### src/hw/rtl/dependency_checked_issue_queue_macros.svh
// Assertion macros for the dependency checked issue queue.
// Included by the RTL files that carry concurrent assertions; no other dependencies.
`ifndef DEPENDENCY_CHECKED_ISSUE_QUEUE_MACROS_SVH
`define DEPENDENCY_CHECKED_ISSUE_QUEUE_MACROS_SVH

// Same-cycle implication, disabled during reset
`define DCQ_ASSERT_IMPLY(label, clk, rst, ante, cons) \
   label: assert property (@(posedge clk) disable iff (rst) (ante) |-> (cons)) \
      else $error("dcq assertion failed");

// Next-cycle implication, disabled during reset
`define DCQ_ASSERT_NEXT(label, clk, rst, ante, cons) \
   label: assert property (@(posedge clk) disable iff (rst) (ante) |=> (cons)) \
      else $error("dcq assertion failed");

`endif

### src/hw/rtl/dcq_pkg.sv
// Shared types and constants for the dependency checked issue queue.
// No dependencies; used by dcq_dep_check and dependency_checked_issue_queue.
package dcq_pkg;

   localparam int ID_PORT_W   = 8;
   localparam int TAG_W       = 16;
   localparam int LIMIT_W     = 5;
   localparam int DATA_W      = 3 * ID_PORT_W + TAG_W;
   localparam int EPOCH_W     = 8;

   localparam logic [LIMIT_W-1:0] LIMIT_RESET = 5'd16;

   localparam logic OP_INSERT = 1'b0;
   localparam logic OP_SCAN   = 1'b1;

   typedef enum logic [1:0] {
      KIND_INS_OK   = 2'd0,
      KIND_INS_FULL = 2'd1,
      KIND_ISSUE    = 2'd2,
      KIND_EMPTY    = 2'd3
   } dcq_kind_type;

   // Requests from the scan pipeline to the dependency checker
   typedef struct packed {
      logic look_en;
      logic mark_en;
      logic scan_done;
   } dcq_chk_ctl_type;

   // Status back from the dependency checker
   typedef struct packed {
      logic clearing;
      logic blocked;
   } dcq_chk_sts_type;

endpackage

### src/hw/rtl/dcq_ram.sv
// Generic synchronous RAM: one write port, two registered read ports.
// No dependencies.
module dcq_ram #(
   parameter int WIDTH = 8,
   parameter int DEPTH = 16
) (
   input  logic                     clock,
   input  logic                     wr_en,
   input  logic [$clog2(DEPTH)-1:0] wr_addr,
   input  logic [WIDTH-1:0]         wr_data,
   input  logic [$clog2(DEPTH)-1:0] rd_a_addr,
   output logic [WIDTH-1:0]         rd_a_data,
   input  logic [$clog2(DEPTH)-1:0] rd_b_addr,
   output logic [WIDTH-1:0]         rd_b_data
);

   logic [WIDTH-1:0] mem_ff [DEPTH];
   logic [WIDTH-1:0] rd_a_ff;
   logic [WIDTH-1:0] rd_b_ff;

   // Write, then register both reads (old data on a same-address collision)
   always_ff @(posedge clock) begin
      if (wr_en) begin
         mem_ff[wr_addr] <= wr_data;
      end
      rd_a_ff <= mem_ff[rd_a_addr];
      rd_b_ff <= mem_ff[rd_b_addr];
   end

   assign rd_a_data = rd_a_ff;
   assign rd_b_data = rd_b_ff;

endmodule

### src/hw/rtl/dcq_dep_check.sv
// Destination set of the running scan: an epoch-marked RAM indexed by id.
// Depends on dcq_pkg, dcq_ram and the assertion macro header.
`include "dependency_checked_issue_queue_macros.svh"

module dcq_dep_check #(
   parameter int ID_WIDTH = 8
) (
   input  logic                     clock,
   input  logic                     reset,
   input  dcq_pkg::dcq_chk_ctl_type ctl,
   input  logic [ID_WIDTH-1:0]      look_a,
   input  logic [ID_WIDTH-1:0]      look_b,
   input  logic [ID_WIDTH-1:0]      mark_id,
   output dcq_pkg::dcq_chk_sts_type sts
);

   localparam int MARK_DEPTH = 1 << ID_WIDTH;
   localparam int EPOCH_W    = dcq_pkg::EPOCH_W;

   logic [EPOCH_W-1:0]  epoch_ff, epoch_in;
   logic                clr_ff, clr_in;
   logic [ID_WIDTH-1:0] clr_addr_ff, clr_addr_in;
   logic [ID_WIDTH-1:0] look_a_ff, look_b_ff;
   logic                fwd_vld_ff;
   logic [ID_WIDTH-1:0] fwd_id_ff;

   logic                wr_en;
   logic [ID_WIDTH-1:0] wr_addr;
   logic [EPOCH_W-1:0]  wr_data;
   logic [EPOCH_W-1:0]  rd_a_data, rd_b_data;
   logic                hit_a, hit_b;

   // Sweep zeros during a clear pass, else stamp the current epoch on a mark
   assign wr_en   = clr_ff | ctl.mark_en;
   assign wr_addr = clr_ff ? clr_addr_ff : mark_id;
   assign wr_data = clr_ff ? '0 : epoch_ff;

   dcq_ram #(
      .WIDTH (EPOCH_W),
      .DEPTH (MARK_DEPTH)
   ) u_mark_ram (
      .clock     (clock),
      .wr_en     (wr_en),
      .wr_addr   (wr_addr),
      .wr_data   (wr_data),
      .rd_a_addr (look_a),
      .rd_a_data (rd_a_data),
      .rd_b_addr (look_b),
      .rd_b_data (rd_b_data)
   );

   // Advance the epoch per scan; on wrap, start a clear pass
   always_comb begin
      epoch_in    = epoch_ff;
      clr_in      = clr_ff;
      clr_addr_in = clr_addr_ff;
      if (clr_ff) begin
         clr_addr_in = clr_addr_ff + 1'b1;
         if (clr_addr_ff == '1) begin
            clr_in = 1'b0;
         end
      end
      if (ctl.scan_done) begin
         if (epoch_ff == '1) begin
            epoch_in    = EPOCH_W'(1);
            clr_in      = 1'b1;
            clr_addr_in = '0;
         end else begin
            epoch_in = epoch_ff + 1'b1;
         end
      end
   end

   always_ff @(posedge clock) begin
      if (reset) begin
         epoch_ff    <= EPOCH_W'(1);
         clr_ff      <= 1'b1;
         clr_addr_ff <= '0;
         fwd_vld_ff  <= 1'b0;
      end else begin
         epoch_ff    <= epoch_in;
         clr_ff      <= clr_in;
         clr_addr_ff <= clr_addr_in;
         fwd_vld_ff  <= ctl.look_en & ctl.mark_en;
      end
      look_a_ff <= look_a;
      look_b_ff <= look_b;
      fwd_id_ff <= mark_id;
   end

   // Forward a mark written in the same cycle as the lookup read
   assign hit_a = (rd_a_data == epoch_ff) || (fwd_vld_ff && (fwd_id_ff == look_a_ff));
   assign hit_b = (rd_b_data == epoch_ff) || (fwd_vld_ff && (fwd_id_ff == look_b_ff));

   assign sts.clearing = clr_ff;
   assign sts.blocked  = hit_a | hit_b;

   `DCQ_ASSERT_IMPLY(a_no_mark_in_clear, clock, reset, clr_ff, !ctl.mark_en && !ctl.look_en)
   `DCQ_ASSERT_IMPLY(a_epoch_nonzero, clock, reset, 1'b1, epoch_ff != '0)
   `DCQ_ASSERT_NEXT(a_wrap_clears, clock, reset, ctl.scan_done && (epoch_ff == '1), clr_ff)

endmodule

### src/hw/rtl/dependency_checked_issue_queue.sv
// Dependency checked issue queue: in-order pending table with dependency scan.
// Block use:
//   req channel: tuser = operation (insert or scan), tdata = {tag, dest, src_b, src_a}.
//   rsp channel: tuser = result kind, tlast = final result of one request,
//   tdata = {tag, dest, src_b, src_a} of an issued entry, zero otherwise.
//   csr channel: writes the 5-bit table limit; always ready. The user must
//   write it only while idle; the block does not enforce this. An insert gives
//   one result in the cycle after its transfer; a scan of an empty table gives
//   one empty result the same way. A scan of N entries streams the entry RAM
//   one entry per cycle through a read, lookup and decide pipeline, unless a
//   stalled rsp channel holds an issue. Each issued result leaves when the next
//   issue is found or the scan ends, since only then is tlast known.
//   The next request is taken once the previous one is complete.
//   Reset empties the table, sets the limit to 16 and starts a clear pass of
//   all 2^ID_WIDTH entries of the destination mark RAM; the pass repeats after
//   every 255 scans of a non-empty table. No request is taken during a clear pass.
//   A stalled rsp channel holds the result and halts the scan only at an issue.
// Depends on dcq_pkg, dcq_ram, dcq_dep_check and the assertion macro header.
`include "dependency_checked_issue_queue_macros.svh"

module dependency_checked_issue_queue #(
   parameter int TABLE_DEPTH = 16,
   parameter int ID_WIDTH    = 8
) (
   input  logic                            clock,
   input  logic                            reset,
   // req: tdata = src_a_id[7:0], src_b_id[15:8], dest_id[23:16], instr_tag[39:24]
   input  logic                            req_tvalid,
   output logic                            req_tready,
   input  logic [dcq_pkg::DATA_W-1:0]      req_tdata,
   input  logic                            req_tuser,  // operation
   // rsp: tdata = out_src_a_id[7:0], out_src_b_id[15:8], out_dest_id[23:16],
   //      out_tag[39:24]
   output logic                            rsp_tvalid,
   input  logic                            rsp_tready,
   output logic [dcq_pkg::DATA_W-1:0]      rsp_tdata,
   output logic [1:0]                      rsp_tuser,  // kind
   output logic                            rsp_tlast,  // last
   // csr: table_limit
   input  logic                            csr_valid,
   output logic                            csr_ready,
   input  logic [dcq_pkg::LIMIT_W-1:0]     csr_data
);

   localparam int CNT_W  = $clog2(TABLE_DEPTH + 1);
   localparam int ADDR_W = $clog2(TABLE_DEPTH);
   localparam int TAG_W  = dcq_pkg::TAG_W;
   localparam int PID_W  = dcq_pkg::ID_PORT_W;
   localparam int ENT_W  = 3 * ID_WIDTH + TAG_W;
   localparam int CMP_W  = (CNT_W > dcq_pkg::LIMIT_W) ? CNT_W : dcq_pkg::LIMIT_W;

   typedef enum logic [2:0] {
      ST_IDLE = 3'b001,
      ST_SCAN = 3'b010,
      ST_DONE = 3'b100
   } state_type;

   state_type                  state_ff, state_in;
   logic [CNT_W-1:0]           count_ff, count_in;
   logic [dcq_pkg::LIMIT_W-1:0] limit_ff, limit_in;
   logic [CNT_W-1:0]           total_ff, total_in;
   logic [CNT_W-1:0]           idx_ff, idx_in;
   logic [CNT_W-1:0]           keep_ff, keep_in;
   logic                       b_vld_ff, b_vld_in;
   logic                       c_vld_ff, c_vld_in;
   logic                       c_new_ff, c_new_in;
   logic                       c_blk_ff, c_blk_in;
   logic [ENT_W-1:0]           c_ent_ff, c_ent_in;
   logic                       pend_vld_ff, pend_vld_in;
   logic [ENT_W-1:0]           pend_ent_ff, pend_ent_in;
   logic                       rsp_vld_ff, rsp_vld_in;
   dcq_pkg::dcq_kind_type      rsp_kind_ff, rsp_kind_in;
   logic [dcq_pkg::DATA_W-1:0] rsp_data_ff, rsp_data_in;
   logic                       rsp_last_ff, rsp_last_in;

   logic                       out_free, req_go, full;
   logic                       c_blocked, c_issue, c_go, b_adv;
   logic [CNT_W-1:0]           idx_nxt;
   logic [CMP_W-1:0]           cnt_ext, lim_ext, eff_lim;
   logic                       ram_wr_en;
   logic [ADDR_W-1:0]          ram_wr_addr, ram_rd_addr;
   logic [ENT_W-1:0]           ram_wr_data, ram_rd_data;
   dcq_pkg::dcq_chk_ctl_type   chk_ctl;
   dcq_pkg::dcq_chk_sts_type   chk_sts;

   // Port id to stored id width
   function automatic logic [ID_WIDTH-1:0] id_in(input logic [PID_W-1:0] v);
      logic [ID_WIDTH+PID_W-1:0] w;
      w = {{ID_WIDTH{1'b0}}, v};
      return w[ID_WIDTH-1:0];
   endfunction

   // Stored id to port width
   function automatic logic [PID_W-1:0] id_out(input logic [ID_WIDTH-1:0] v);
      logic [ID_WIDTH+PID_W-1:0] w;
      w = {{PID_W{1'b0}}, v};
      return w[PID_W-1:0];
   endfunction

   // Stored entry {tag, dest, src_b, src_a} to result payload
   function automatic logic [dcq_pkg::DATA_W-1:0] ent_out(input logic [ENT_W-1:0] e);
      return {e[ENT_W-1:3*ID_WIDTH],
              id_out(e[3*ID_WIDTH-1:2*ID_WIDTH]),
              id_out(e[2*ID_WIDTH-1:ID_WIDTH]),
              id_out(e[ID_WIDTH-1:0])};
   endfunction

   // Effective limit is the register capped at the table depth
   assign cnt_ext = CMP_W'(count_ff);
   assign lim_ext = CMP_W'(limit_ff);
   assign eff_lim = (lim_ext > CMP_W'(TABLE_DEPTH)) ? CMP_W'(TABLE_DEPTH) : lim_ext;
   assign full    = cnt_ext >= eff_lim;

   // Handshake and scan pipeline control
   assign out_free   = !rsp_vld_ff || rsp_tready;
   assign req_tready = (state_ff == ST_IDLE) && !chk_sts.clearing && out_free;
   assign req_go     = req_tvalid && req_tready;
   assign csr_ready  = 1'b1;

   assign c_blocked   = c_new_ff ? chk_sts.blocked : c_blk_ff;
   assign c_issue     = c_vld_ff && !c_blocked;
   assign c_go        = c_vld_ff && !(c_issue && pend_vld_ff && !out_free);
   assign b_adv       = b_vld_ff && (!c_vld_ff || c_go);
   assign idx_nxt     = idx_ff + 1'b1;
   assign ram_rd_addr = b_adv ? idx_nxt[ADDR_W-1:0] : idx_ff[ADDR_W-1:0];

   // Write port: append on insert, close up kept entries during a scan
   always_comb begin
      ram_wr_en   = 1'b0;
      ram_wr_addr = keep_ff[ADDR_W-1:0];
      ram_wr_data = c_ent_ff;
      if (req_go && (req_tuser == dcq_pkg::OP_INSERT) && !full) begin
         ram_wr_en   = 1'b1;
         ram_wr_addr = count_ff[ADDR_W-1:0];
         ram_wr_data = {req_tdata[dcq_pkg::DATA_W-1:3*PID_W],
                        id_in(req_tdata[3*PID_W-1:2*PID_W]),
                        id_in(req_tdata[2*PID_W-1:PID_W]),
                        id_in(req_tdata[PID_W-1:0])};
      end else if (c_go && !c_issue) begin
         ram_wr_en = 1'b1;
      end
   end

   dcq_ram #(
      .WIDTH (ENT_W),
      .DEPTH (TABLE_DEPTH)
   ) u_entry_ram (
      .clock     (clock),
      .wr_en     (ram_wr_en),
      .wr_addr   (ram_wr_addr),
      .wr_data   (ram_wr_data),
      .rd_a_addr (ram_rd_addr),
      .rd_a_data (ram_rd_data),
      .rd_b_addr (ram_rd_addr),
      .rd_b_data ()
   );

   // Look up sources as an entry moves into decide; mark its dest as it leaves
   assign chk_ctl.look_en   = b_adv;
   assign chk_ctl.mark_en   = c_go;
   assign chk_ctl.scan_done = (state_ff == ST_DONE) && out_free;

   dcq_dep_check #(
      .ID_WIDTH (ID_WIDTH)
   ) u_dep_check (
      .clock   (clock),
      .reset   (reset),
      .ctl     (chk_ctl),
      .look_a  (ram_rd_data[ID_WIDTH-1:0]),
      .look_b  (ram_rd_data[2*ID_WIDTH-1:ID_WIDTH]),
      .mark_id (c_ent_ff[3*ID_WIDTH-1:2*ID_WIDTH]),
      .sts     (chk_sts)
   );

   // Next state
   always_comb begin
      state_in    = state_ff;
      count_in    = count_ff;
      limit_in    = csr_valid ? csr_data : limit_ff;
      total_in    = total_ff;
      idx_in      = idx_ff;
      keep_in     = keep_ff;
      b_vld_in    = b_vld_ff;
      c_vld_in    = c_vld_ff;
      c_new_in    = 1'b0;
      c_blk_in    = c_blocked;
      c_ent_in    = c_ent_ff;
      pend_vld_in = pend_vld_ff;
      pend_ent_in = pend_ent_ff;
      rsp_vld_in  = rsp_vld_ff && !rsp_tready;
      rsp_kind_in = rsp_kind_ff;
      rsp_data_in = rsp_data_ff;
      rsp_last_in = rsp_last_ff;

      case (state_ff)
         ST_IDLE: begin
            if (req_go) begin
               rsp_vld_in  = 1'b1;
               rsp_last_in = 1'b1;
               rsp_data_in = '0;
               if (req_tuser == dcq_pkg::OP_INSERT) begin
                  rsp_kind_in = full ? dcq_pkg::KIND_INS_FULL : dcq_pkg::KIND_INS_OK;
                  if (!full) begin
                     count_in = count_ff + 1'b1;
                  end
               end else if (count_ff == '0) begin
                  rsp_kind_in = dcq_pkg::KIND_EMPTY;
               end else begin
                  rsp_vld_in  = rsp_vld_ff && !rsp_tready;
                  rsp_kind_in = rsp_kind_ff;
                  rsp_data_in = rsp_data_ff;
                  rsp_last_in = rsp_last_ff;
                  state_in    = ST_SCAN;
                  total_in    = count_ff;
                  idx_in      = '0;
                  keep_in     = '0;
                  b_vld_in    = 1'b1;
                  c_vld_in    = 1'b0;
                  pend_vld_in = 1'b0;
               end
            end
         end
         ST_SCAN: begin
            // Move the read entry into decide when decide frees up
            if (!c_vld_ff || c_go) begin
               c_vld_in = b_vld_ff;
               c_new_in = b_vld_ff;
               c_ent_in = ram_rd_data;
            end
            if (b_adv) begin
               idx_in   = idx_nxt;
               b_vld_in = idx_nxt < total_ff;
            end
            // Issue into the pending slot, pushing out the one held there
            if (c_go) begin
               if (c_issue) begin
                  pend_vld_in = 1'b1;
                  pend_ent_in = c_ent_ff;
                  if (pend_vld_ff) begin
                     rsp_vld_in  = 1'b1;
                     rsp_kind_in = dcq_pkg::KIND_ISSUE;
                     rsp_data_in = ent_out(pend_ent_ff);
                     rsp_last_in = 1'b0;
                  end
               end else begin
                  keep_in = keep_ff + 1'b1;
               end
            end
            if (!b_vld_ff && !c_vld_ff) begin
               state_in = ST_DONE;
            end
         end
         ST_DONE: begin
            // Release the final issue with tlast and commit the new count
            if (out_free) begin
               rsp_vld_in  = 1'b1;
               rsp_kind_in = dcq_pkg::KIND_ISSUE;
               rsp_data_in = ent_out(pend_ent_ff);
               rsp_last_in = 1'b1;
               pend_vld_in = 1'b0;
               count_in    = keep_ff;
               idx_in      = '0;
               state_in    = ST_IDLE;
            end
         end
         default: begin
            state_in = ST_IDLE;
         end
      endcase
   end

   always_ff @(posedge clock) begin
      if (reset) begin
         state_ff    <= ST_IDLE;
         count_ff    <= '0;
         limit_ff    <= dcq_pkg::LIMIT_RESET;
         idx_ff      <= '0;
         keep_ff     <= '0;
         b_vld_ff    <= 1'b0;
         c_vld_ff    <= 1'b0;
         c_new_ff    <= 1'b0;
         pend_vld_ff <= 1'b0;
         rsp_vld_ff  <= 1'b0;
      end else begin
         state_ff    <= state_in;
         count_ff    <= count_in;
         limit_ff    <= limit_in;
         idx_ff      <= idx_in;
         keep_ff     <= keep_in;
         b_vld_ff    <= b_vld_in;
         c_vld_ff    <= c_vld_in;
         c_new_ff    <= c_new_in;
         pend_vld_ff <= pend_vld_in;
         rsp_vld_ff  <= rsp_vld_in;
      end
      total_ff    <= total_in;
      c_blk_ff    <= c_blk_in;
      c_ent_ff    <= c_ent_in;
      pend_ent_ff <= pend_ent_in;
      rsp_kind_ff <= rsp_kind_in;
      rsp_data_ff <= rsp_data_in;
      rsp_last_ff <= rsp_last_in;
   end

   assign rsp_tvalid = rsp_vld_ff;
   assign rsp_tdata  = rsp_data_ff;
   assign rsp_tuser  = rsp_kind_ff;
   assign rsp_tlast  = rsp_last_ff;

   `DCQ_ASSERT_IMPLY(a_count_range, clock, reset, 1'b1, count_ff <= CNT_W'(TABLE_DEPTH))
   `DCQ_ASSERT_IMPLY(a_keep_behind_read, clock, reset, state_ff == ST_SCAN, keep_ff <= idx_ff)
   `DCQ_ASSERT_IMPLY(a_done_has_issue, clock, reset, state_ff == ST_DONE, pend_vld_ff)
   `DCQ_ASSERT_IMPLY(a_stall_only_issue, clock, reset, c_vld_ff && !c_go,
                     c_issue && pend_vld_ff && rsp_vld_ff)
   `DCQ_ASSERT_IMPLY(a_no_req_busy, clock, reset, state_ff != ST_IDLE, !req_tready)

endmodule
### config.mk
export PLATFORM = sky130hd
export DESIGN_NAME = dependency_checked_issue_queue
export DESIGN_NICKNAME = d
export VERILOG_FILES = /design/src/hw/rtl/dcq_pkg.sv /design/src/hw/rtl/dcq_ram.sv /design/src/hw/rtl/dcq_dep_check.sv /design/src/hw/rtl/dependency_checked_issue_queue.sv
export VERILOG_INCLUDE_DIRS = /design/src /design/src/hw/rtl
export SDC_FILE = /design/constraint.sdc
export NUM_CORES = 2
export LEC_CHECK = 0
export BUFFER_PORTS_ARGS = -buffer_cell sky130_fd_sc_hd__buf_2
export CORE_UTILIZATION = 69
export DETAILED_ROUTE_END_ITERATION = 16
export GPL_TIMING_DRIVEN = 0
export PLACE_DENSITY = 0.93
export SKIP_LAST_GASP = 1
export SLEW_MARGIN = 10
export SYNTH_ARGS = -nofsm -noshare
export SYNTH_HDL_FRONTEND = slang
export SYNTH_SLANG_ARGS = --single-unit
### constraint.sdc
create_clock -name clock -period 18.05 [get_ports clock]
set_clock_uncertainty 0.2 [all_clocks]
set_input_delay 1.805 -clock clock [delete_from_list [all_inputs] [get_ports clock]]
set_output_delay 1.805 -clock clock [all_outputs]
set_load 0.05 [all_outputs]
==> results of run 1 <==
## metal layers
metal	overflow	track usage
met3	1	0.5226
met4	4	0.6383
met1	0	0.6527
met5	0	0.2862
met2	3	0.8134
## logic make-up after synthesis
logic type / Yosys count / share of synthesized area
flops: 2943 / 0.6504
mux: 1731 / 0.2700
simple gates: 834 / 0.02965
buf+inv: 554 / 0.01808
compound gates: 502 / 0.02683
xor+xnor: 56 / 0.003662
fa+ha+maj: 15 / 0.001401
other cells: 1 / 0.00002800
## synthesized netlist by cell type (16+ instances only)
cell type,n
edfxtp_1,2816
mux4_2,1502
nor2_1,272
clkbuf_1,264
nand2_1,205
mux2i_1,204
buf_2,158
dfxtp_1,127
nor2b_1,119
a211oi_1,116
o22ai_1,112
nor3_1,108
buf_1,78
a21oi_1,40
a211o_1,39
a22oi_1,37
xnor2_1,36
inv_1,24
mux2_2,23
or4_1,23
o21ai_1,21
o221ai_1,21
buf_4,20
o21ai_0,20
xor2_1,20
o211ai_1,19
o22a_1,19
or3_1,18
nand4b_1,16
o21bai_1,16
## through the flow
step                      instances  utilization  hold slack (ns)
after floorplan                6636            -           0.1418
after global placement         9255       0.7143           0.1688
after detailed placement       9370       0.7280           0.1676
after CTS                      9893       0.7789           0.1878
==> results.ini, run 1 <==
[yosys]
ys_ff_latch=2943
ys_seq_area_frac=0.6504
synth_nets=6702
yosys-top-cells-area=edfxtp_1 (63%), mux4_2 (25%), dfxtp_1 (1.9%)
synthCells=6636
synth_edf_count=2816
yosysTopAreaCell=edfxtp_1
synth_top_area_frac=0.6314
syn_area_um2=133900
synth_cell_types=68
avgSynthCellArea_um2=20.18
async_reset_ff_frac=0
synth-main-ff-cell=edfxtp_1
yosysWarnings=0

[clock_network]
hold_buffers=0
root_buffer=clkbuf_16
cts-buffers-inserted=304
clockBufferDepth=4
cts_sinks=2943
post_cts_resized=0
post_cts_buffers=0
cts_max_level=5

[floorplanning]
start_util=0.6954
die_x_um=442.6
die_y_um=442.6
ios=97
row_count=161

[global_routing]
grt_max_degree=46
gr-total-overflow=8
grtUsageTotal=0.6580

[outcome]
lastStage=global routing (5_1_grt)
status=stopped before the end
stop_error=[ERROR GRT-0232] Routing congestion too high. Check the congestion heatmap in the GUI.

[placement]
placement.cell_area_um2=140200
dp_slack_ns=12.24
numPortBuffers=93
dp_hpwl_um=332800
place_congestion=1.060

==> run 2, diff against run 1 <==
Settings changed: CORE_UTILIZATION 69 to 40, PLACE_DENSITY 0.93 to unset, PLACE_DENSITY_LB_ADDON set to 0.15.
==> run 2 against run 1 <==
Net effect: the flow now finishes, with violations (max-capacitance violations); synthesized area did not move; synthesized cell count unchanged.
==> results.ini, run 2 <==
[detailed_routing]
wl_per_cell_um=39.65
drtIter0Drc=11358
drt-total-wl_um=471600
drtAntennaViolNets=0
avgViaCountPerCell=6.532
first_pass_iters=5
num_vias=77689
drc=0

[pwr]
p_total_mw=14.19
seqPwrFrac=0.520
leakage_nw=48.70
p_clk_frac=0.475
peakVddDrop_mv=0.07332
intPower_mw=11.31
power_density_nw_per_um2=92.00
p_sw_frac=0.2029
p_comb_frac=0.005
p_switching_mw=2.879

[outcome]
violations=max-capacitance violations
status=finished, violations left

[final_layout]
drive_above_1_share=0.3481
num-nets-final=7295
finalInstanceArea_um2=154200
largest_reg_flops=2048
stdcell_count=11894
syn_to_final_growth_pct=15.15
largestRegisters=u_dep_check.u_mark_ram.mem_ff (2048), u_entry_ram.mem_ff (640)
layout.cells.most_common_list=edfxtp_1 (2816), mux4_2 (1502), clkbuf_16 (347), clkbuf_1 (300), buf_2 (264)
largest_register=u_dep_check.u_mark_ram.mem_ff
final_common_cell=edfxtp_1

[yosys]
yosys-top-cells-count=edfxtp_1 (2816), mux4_2 (1502), nor2_1 (272)
yosys-top-cells-area=edfxtp_1 (63%), mux4_2 (25%), dfxtp_1 (1.9%)
synth-main-ff-cell=edfxtp_1
synth.most_common_cell=edfxtp_1
async_reset_ff_frac=0
ys_seq_area_frac=0.6504
ys_ff_latch=2943
yosysWarnings=0
synth_nets=6702
synth_cell_types=68
avgSynthCellArea_um2=20.18
syn_area_um2=133900
synthCells=6636
synth_top_area_frac=0.6314
yosysTopAreaCell=edfxtp_1
synth_edf_count=2816

[worst_setup_path]
crit_chain=clkbuf_1 > clkbuf_1 > clkbuf_1 > mux4_2 > mux4_2 > mux4_2 > a22oi_1 > nand2_1
critPathLaunchType=flop
critPathMaxFanout=10
cp.arrival_ns=6.77
cp-end-kind=flop
cp_slowest_stage_delay_ns=1.05
critPathRequiredTime_ns=18.64
crit_slowest_cell=clkbuf_1
path_class=flop to flop

[global_routing]
grt_pass1_vias=77240
gr-total-overflow=0
grt_antenna_before_repair=61
grt_max_degree=44
grt_pass1_wl_um=640300
grtUsageTotal=0.2758

[clock_network]
post_cts_resized=0
clk_pin_slew_ns=0.06
cts_sinks=2943
hold_buffers=0
insertion_delay_ns=0.96
clockBufferDepth=4
post_cts_buffers=0
cts_tree=done
cts_max_level=5
cts-buffers-inserted=332
root_buffer=clkbuf_16

[placement]
dp_hpwl_um=343800
numPortBuffers=93
place_congestion=0.9322
dp.cells=11282
placement.cell_area_um2=143500

[timing]
slew_headroom=0.02018
period_minus_slack_ns=6.179
post-route-period-util=0.3423
rsz0062_at_grt=false
tightest_slew_ns=1.456
hold_viol=0
maxSlewViolCount=0
fin_tns_setup_ns=0
fmax_mhz=161.8
setup_viol=0

[floorplanning]
ios=97
row_count=212
die_y_um=580.6
start_util=0.4017
fp.dieArea_um2=337100
core-area_um2=333400
die_x_um=580.6

[run]
cap_violations=1

[min_path]
hold_path.class=flop to flop

[run 2: cell counts after synthesis]
Identical to the previous run, type by type.
[run 2: final timing paths]
| path | depth (start not counted) | slack [ns] | endpoint | startpoint |
|---|---|---|---|---|
| worst max-delay path | 8 | 11.87 | u_dep_check.u_mark_ram.rd_b_data[6] | u_entry_ram.rd_a_data[9] |
| worst min-delay path | 0 | 0.19 | c_ent_ff[26] | u_entry_ram.rd_a_data[26] |
| worst max register to register | 8 | 11.87 | u_dep_check.u_mark_ram.rd_b_data[6] | u_entry_ram.rd_a_data[9] |
| worst min register to register | 0 | 0.19 | c_ent_ff[26] | u_entry_ram.rd_a_data[26] |
[run 2: worst max-delay path: cells and delay by family, from the launching register on]
family | cells | cell delay, ns
AO/OA/AOI/OAI | 1 | 0.22
buffers and inverters | 3 | 2.92
flip-flops | 1 | 0.85
multiplexers | 3 | 1.65
AND/OR/NAND/NOR | 1 | 0.13
[run 2: power groups by stage]
stage	registers, mW	logic, mW	clock network [mW]
2_1_floorplan	7.52	0.0242	0
3_3_place_gp	7.52	0.0662	0
3_5_place_dp	7.52	0.0712	0
4_1_cts	7.38	0.0715	6.80
5_1_grt	7.37	0.0737	7.03
6_report	7.38	0.0743	6.74
[run 2: cells by family (layout without fill, tap and decap cells)]
kind of cell    after synthesis  after routing  share of synthesized area
other cells                   1             16                 0.00002800
flops                      2943           2943                     0.6504
simple gates                834            834                    0.02965
xor+xnor                     56             56                   0.003662
buf+inv                     554           1410                    0.01808
fa+ha+maj                    15             15                   0.001401
compound gates              502            502                    0.02683
mux                        1731           1731                     0.2700
[run 2: per-stage QoR]
stage / util / setup WS, ns / hold slack (ns)
2_1_floorplan: - / 9.071 / 0.1418
3_3_place_gp: 0.4195 / -1.149 / 0.1903
3_5_place_dp: 0.4304 / 11.86 / 0.1887
4_1_cts: 0.4623 / 12.09 / 0.1880
5_1_grt: 0.4624 / 12.03 / 0.1842
6_report: 0.4625 / 11.87 / 0.1872
[run 2: layout make-up]
| type | count | area (µm²) |
|---|---|---|
| fill | 27819 | 179200 |
| sequential | 2943 | 87100 |
| multi-input combinational | 3139 | 44980 |
| clock buffer | 446 | 9295 |
| tap | 4387 | 5489 |
| timing repair buffer | 259 | 3456 |
| buffer | 530 | 2401 |
| clock inverter | 151 | 1354 |
| inverter | 24 | 90.09 |
| antenna | 15 | 37.54 |
[run 2: layer usage]
layer,part of all wire,GRT usage,wire length (µm),up-vias
met4,0.044,0.1061,20520,20
met5,0.00032,0,149,-
li1,-,-,-,29874
met3,0.10,0.05943,48250,845
met1,0.40,0.3890,188100,42261
met2,0.45,0.4204,214500,4689
Power figures use the tool's default switching activity.
